File: src/sv/seek_arrive_steering_assert.svh
// assertion helpers for the steering block
`ifndef SEEK_ARRIVE_STEERING_ASSERT_SVH
`define SEEK_ARRIVE_STEERING_ASSERT_SVH

// condition holds in the same cycle
`define SAS_CHECK(label, clk, rst_n, pre, post) \
label: assert property (@(posedge clk) disable iff (!rst_n) (pre) |-> (post)) \
	else $error("steering assertion failed");

// condition holds in the following cycle
`define SAS_CHECK_NEXT(label, clk, rst_n, pre, post) \
label: assert property (@(posedge clk) disable iff (!rst_n) (pre) |=> (post)) \
	else $error("steering assertion failed");

`endif

File: src/sv/sas_pkg.sv
package sas_pkg;

	localparam int COORD_W    = 24;
	localparam int CFG_W      = 23;
	localparam int DIFF_W     = COORD_W + 1;
	localparam int ROOT_W     = DIFF_W;
	localparam int SQ_W       = 2 * DIFF_W;
	localparam int SQR_W      = SQ_W + 1;
	localparam int SQRT_STEPS = ROOT_W;
	localparam int PROD_W     = DIFF_W + CFG_W;
	localparam int DES_QW     = CFG_W;
	localparam int CLP_QW     = DIFF_W;
	localparam int FIFO_AW    = 2;
	localparam int FIFO_DEPTH = 1 << FIFO_AW;

	typedef logic [COORD_W-1:0] coord_t;
	typedef logic [2:0][COORD_W-1:0] vec_t;
	typedef logic [CFG_W-1:0] cfg_t;

	typedef enum logic [1:0] {
		CFG_MAX_SPEED = 2'd0,
		CFG_MAX_FORCE = 2'd1,
		CFG_APPROACH  = 2'd2
	} cfg_idx_t;

	typedef struct packed {
		logic [SQR_W-1:0] x;
		logic [SQR_W-1:0] r;
	} sqrt_t;

	// item handed from front to back
	typedef struct packed {
		logic [2:0]             neg;
		logic [2:0][DIFF_W-1:0] mag;
		vec_t                   vel;
		logic                   arriving;
		logic [ROOT_W-1:0]      den;
	} arr_t;

	typedef struct packed {
		logic [2:0]             neg;
		logic [2:0][DIFF_W-1:0] mag;
		vec_t                   vel;
		logic [2:0][SQ_W-1:0]   sq;
		sqrt_t                  sr;
		logic                   arriving;
		logic [ROOT_W-1:0]      den;
	} fe_t;

	typedef struct packed {
		logic [2:0]             neg;
		vec_t                   vel;
		logic                   arriving;
		logic [ROOT_W-1:0]      den;
		logic                   dz;
		logic [2:0][PROD_W-1:0] prod;
		logic [2:0][ROOT_W-1:0] rem;
		logic [2:0][DES_QW-1:0] q;
		logic [2:0][DIFF_W-1:0] s;
		logic [2:0]             sneg;
		logic [2:0][DIFF_W-1:0] smag;
		logic [2:0][SQ_W-1:0]   sq;
		sqrt_t                  sr;
		logic                   clamped;
		logic [ROOT_W-1:0]      cmag;
		logic [1:0][PROD_W-1:0] cprod;
		logic [1:0][ROOT_W-1:0] crem;
		logic [1:0][CLP_QW-1:0] cq;
		logic [1:0][COORD_W-1:0] res;
	} be_t;

	function automatic sqrt_t sqrt_step(sqrt_t a, int unsigned sh);
		logic [SQR_W-1:0] b;
		sqrt_t o;
		b = SQR_W'(1) << sh;
		if (a.x >= a.r + b) begin
			o.x = a.x - (a.r + b);
			o.r = (a.r >> 1) + b;
		end else begin
			o.x = a.x;
			o.r = a.r >> 1;
		end
		return o;
	endfunction

	// one restoring division step, returns {quotient bit, remainder}
	function automatic logic [ROOT_W:0] div_step(logic [ROOT_W-1:0] rem, logic nb,
		logic [ROOT_W-1:0] den);
		logic [ROOT_W:0] t;
		logic [ROOT_W:0] d;
		t = {rem, nb};
		d = {1'b0, den};
		if (t >= d) begin
			return {1'b1, ROOT_W'(t - d)};
		end else begin
			return {1'b0, t[ROOT_W-1:0]};
		end
	endfunction

endpackage

File: src/sv/sas_fifo.sv
`include "seek_arrive_steering_assert.svh"

module sas_fifo (
	input  logic          clk,
	input  logic          arst_n,
	input  logic          in_valid,
	output logic          in_ready,
	input  sas_pkg::arr_t in_item,
	output logic          out_valid,
	input  logic          out_ready,
	output sas_pkg::arr_t out_item
);
	import sas_pkg::*;

	arr_t               mem_q [FIFO_DEPTH];
	logic [FIFO_AW-1:0] wr_q;
	logic [FIFO_AW-1:0] rd_q;
	logic [FIFO_AW:0]   cnt_q;
	logic               push;
	logic               pop;

	assign in_ready  = cnt_q != (FIFO_AW + 1)'(FIFO_DEPTH);
	assign out_valid = cnt_q != '0;
	assign out_item  = mem_q[rd_q];
	assign push      = in_valid && in_ready;
	assign pop       = out_valid && out_ready;

	always_ff @(posedge clk) begin
		if (push) begin
			mem_q[wr_q] <= in_item;
		end
	end

	always_ff @(posedge clk or negedge arst_n) begin
		if (!arst_n) begin
			wr_q  <= '0;
			rd_q  <= '0;
			cnt_q <= '0;
		end else begin
			if (push) begin
				wr_q <= wr_q + 1'b1;
			end
			if (pop) begin
				rd_q <= rd_q + 1'b1;
			end
			if (push && !pop) begin
				cnt_q <= cnt_q + 1'b1;
			end else if (pop && !push) begin
				cnt_q <= cnt_q - 1'b1;
			end
		end
	end

	`SAS_CHECK(a_cnt_bound, clk, arst_n, 1'b1, cnt_q <= (FIFO_AW + 1)'(FIFO_DEPTH))
	`SAS_CHECK(a_ptr_gap, clk, arst_n, 1'b1, (wr_q - rd_q) == cnt_q[FIFO_AW-1:0])
	`SAS_CHECK_NEXT(a_push_only, clk, arst_n, push && !pop, cnt_q == $past(cnt_q) + 1'b1)
	`SAS_CHECK_NEXT(a_pop_only, clk, arst_n, pop && !push, cnt_q == $past(cnt_q) - 1'b1)

endmodule

File: config.mk
export PLATFORM = sky130hd
export DESIGN_NAME = sas_fifo
export DESIGN_NICKNAME = d
export VERILOG_FILES = /design/src/sv/sas_pkg.sv /design/src/sv/sas_fifo.sv
export VERILOG_INCLUDE_DIRS = /design/src /design/src/sv
export SDC_FILE = /design/constraint.sdc
export NUM_CORES = 1
export LEC_CHECK = 0
export BUFFER_PORTS_ARGS = -buffer_cell sky130_fd_sc_hd__buf_2
export CORE_MARGIN = 3
export CORE_UTILIZATION = 55
export CTS_CLUSTER_SIZE = 12
export DETAILED_ROUTE_END_ITERATION = 8
export PLACE_DENSITY = 0.81
export SLEW_MARGIN = 5
export SYNTH_ARGS = -nofsm -noshare
export SYNTH_HDL_FRONTEND = slang
export SYNTH_SLANG_ARGS = --single-unit
File: constraint.sdc
create_clock -name clk -period 13.9 [get_ports clk]
set_clock_uncertainty 0.1 [all_clocks]
set_input_delay 2.085 -clock clk [delete_from_list [all_inputs] [get_ports clk]]
set_output_delay 2.085 -clock clk [all_outputs]
set_load 0.005 [all_outputs]
* Yosys cells after proc, flatten, opt, wreduce, memory -nomap -nowiden
Memories as Yosys holds them, arrays and structs flattened. Cells that the tools add are included.
Storage, ports and cells: bits in registers 7, bits in writable memories 704, bits of input ports 180, word-level logic and storage cells 21, output and inout bits 178, memories 1
Memory list:
- mem_q | words 4, bits a word 176, read ports 1, clocked after Yosys merged registers in 0, wr ports 1, RTL line sas_fifo.sv:15 | arr_t mem_q [FIFO_DEPTH];
Operators by class: reduce and logical (&&, ||, !) cells 8, add/subtract/negate cells 4, equal/unequal tests 1, muxes and demuxes 4
Operators by type and width (number):
- 3-bit two-way mux | 2
- 2-bit by 1-bit adder with 2-bit output, second input constant | 2
- 1-bit logical AND | 4
- 3-bit by 1-bit adder with 3-bit output, second input constant | 1
- 3-bit inequality test, second input constant | 1
- 3-bit nonzero test | 1
- 3-bit by 1-bit subtractor with 3-bit output, second input constant | 1
- 1-bit logical NOT | 2
- 1-bit two-way mux | 2
- 2-bit nonzero test | 1

* Logic depth before layout (Yosys ltp)
word-level depth 6, gate-level depth with buffers 8

* Least setup slack after synthesis
No wires, ideal clock.
kind input to register, start in in_valid, end mem mem_q[0][0] (netlist name) (enable), arrival 6.409 ns, path buffers 0, cell stages on the path 2, library setup time 0.557 ns, slack 6.834 ns, required time 13.243 ns, path through a21boi_2 and2_1
Between the ends: cells in the longest elaborated chain, start to end 3
Ends and longest elaborated chain:
- start, declared | RTL line sas_fifo.sv:6 | input logic in_valid,
- 1-bit logical AND | RTL line sas_fifo.sv:25 | assign push = in_valid && in_ready;
- 1-bit two-way mux | RTL line sas_fifo.sv:29 | if (push) begin
- 1-bit two-way mux (not written as such) | RTL line sas_fifo.sv:30 | mem_q[wr_q] <= in_item;
- end, declared | RTL line sas_fifo.sv:15
No other way between the ends.

==> impl_metrics.csv <==
group,metric,value,unit
cts,cts_tree,"done",
setup_path,crit_required,11.72,ns
setup_path,crit_path_start_kind,"flop",
job,cap_violations,0,
sta,drv_slew,0,
cts,clk_pin_slew_worst_paths,0.06,ns
floorplanning,die_h,223,µm
finish,design_area,0.0301,mm²
cts,cts_setup_buffers,0,
grt,grt_pass1_vias,12300,
synth,synth_nets,1141,
synth,yosys_register_bits,711,
setup_path,worstSetupPathType,"flop to output pin",
finish,finalNonFillerCells,1992,
grt,busiest_layer,"met2",
synth,synth_cells,955,
grt,grt_pass1_wl,76600,µm
grt,antenna_found_initial,11,
pwr,leakagePower,10.2,nW
drt,wl_per_cell,25.2,µm
grt,grt_overflow_total,0,
grt,met1_usage,0.280,
cts,cts-buffers-inserted,71,
pwr,finalPower,6.36,mW
placement,dp_cells,1885,
synth,ys_seq_area_frac,0.826,
drt,via_per_inst,5.85,
finish,fillerInstances,2895,
floorplanning,dieWidth,223,µm
grt,grt_max_degree,177,
grt,grtUsageMet2,0.331,
finish,multi_input_area,0.00419,mm²
pwr,p_per_area,211,mW/mm²
drt,first_pass_iters,5,
finish,regArea,0.0213,mm²
status,status,"finished clean",
drt,drc,0,
sta,whs,0.439,ns
drt,drtIter0Drc,993,
grt,grt_use_total,0.206,
sta,finalSetupViolCount,0,
synth,synth_area,0.0258,mm²
floorplanning,start_util,0.562,
floorplanning,die_area,0.0495,mm²
sta,fin_crit_sh,0.447,
sta,period_needed,6.21,ns
placement,placement.cell_area,0.0282,mm²
worst_hold_path,hold_class,"flop to flop",
synth,syn_avg_cell_area,27.0,µm²
pwr,vdd_ir_drop_max,0.000145,V
drt,wl,50200,µm
cts,clock_sinks,711,
cts,clockRootBuffer,"clkbuf_16",
grt,grt_util_met3,0.0601,
cts,htreeDepth,3,
cts,hold_buffers,0,
floorplanning,core_area,0.0459,mm²
setup_path,cp.arrival,4.03,ns
drt,ant_nets,0,
sta,maxSlewHeadroom,0.190,
sta,rsz0062_at_grt,"false",
cts,clkLatencyLatePin,0.58,ns
placement,place_congestion,0.728,
sta,tns,0,ns
placement,io_buffer_count,357,
placement,dp_hpwl,30000,µm
finish,areaGrowthSynthToFinish,16.9,%
finish,drive_gt1_frac,0.456,
synth,synth_edf_count,704,
cts,cts_resized,0,
setup_path,cp-end-kind,"output pin",
drt,vias,11700,
sta,worst_pin_slew,1.21,ns
setup_path,crit_fanout,67,
sta,fmax,161,MHz
sta,hold_viol,0,
synth,async_flop_share,0.00985,
floorplanning,ioPinCount,358,
floorplanning,row_count,78,
finish,final_nets,1544,
synth,yosys_warnings,0,
synth,synth_cell_types,18,
synth,synthFlopType,"edfxtp_1",
cts,clock_path_buffers,3,
[synthesized netlist by cell type, types with 2 or more instances]
library cell,count,area share
and2_1,4,0.00097
buf_2,20,0.0039
buf_6,15,0.0065
clkbuf_1,5,0.00073
dfrtp_1,7,0.0068
edfxtp_1,704,0.82
ha_1,5,0.0024
inv_1,3,0.00044
mux2_2,2,0.00087
mux4_2,176,0.15
nand2_1,2,0.00029
nor2_1,2,0.00029
xnor2_1,4,0.0014
xor2_1,2,0.00068
[critical path, cell delays in order, from the launching register on]
cell     delay [ns]
dfrtp_4        0.93
buf_4          0.90
buf_4          0.84
mux4_2         0.44
buf_2          0.15
[sequential cells by signal (all words and copies together), names as in the netlist]
register  count
mem_q       704
cnt_q         3
wr_q          2
rd_q          2
[through the flow]
step                utilization  worst slack [ns]
CTS                       0.657              7.65
detailed placement        0.614              8.28
floorplan                     -              6.83
finish                    0.657              7.69
global placement          0.614              8.30
global route              0.657              7.53
[cells in the final DEF (no fill, tap or decap)]
cell,n
edfxtp_1,704
buf_2,357
mux4_2,176
clkbuf_16,73
clkbuf_1,17
buf_4,12
diode_2,8
clkinv_1,6
ha_1,5
dfrtp_1,5
and2_4,4
xnor2_1,4
inv_1,3
nor2_1,2
nand2_1,2
mux2_2,2
xor2_1,2
clkinv_2,2
dfrtp_4,2
a21boi_2,1
or3_1,1
nand3_1,1
fa_1,1
bufinv_16,1
buf_12,1
[layer usage]
layer  wire [µm]  part of all wire
met5          47           0.00094
met2       25700              0.51
met1       19200              0.38
met3        4140             0.082
met4        1090             0.022
[final timing paths]
path	endpoint	slack, ns	startpoint	depth (start not counted)
min reg2reg	cnt_q[2]	0.44	cnt_q[2]	1
max	out_item[30]	7.69	rd_q[1]	4
max in group asynchronous	rd_q[0]	12.24	arst_n	1
min in group asynchronous	rd_q[1]	1.25	arst_n	1
min	cnt_q[2]	0.44	cnt_q[2]	1
max reg2reg	mem_q[2][28]	10.54	cnt_q[0]	4
[final cells by class]
type / count / area share
Tap cell: 600 / 0.0249
Multi-Input combinational cell: 201 / 0.139
Clock inverter: 9 / 0.00208
Clock buffer: 90 / 0.0627
Antenna cell: 8 / 0.000664
Timing Repair Buffer: 370 / 0.0629
Sequential cell: 711 / 0.707
Inverter: 3 / 0.000374
[power breakdown]
group	switching [mW]	internal (mW)
combinational	0.897	0.818
sequential	0.135	2.84
clock	0.705	0.962
[kinds of logic (layout without fill, tap and decap cells)]
kind of cell               Yosys count  count (layout)  synth area share
AOI/OAI and AO/OA                    1               1          0.000436
and+or+nand+nor                     10              10           0.00199
other                                0               8                 0
xor gates and xnor gates             6               6           0.00204
adders and majority gates            6               6           0.00320
buffers and inverters               43             472            0.0116
DFF                                711             711             0.826
muxes                              178             178             0.155
(Power assumes the default switching activity.)
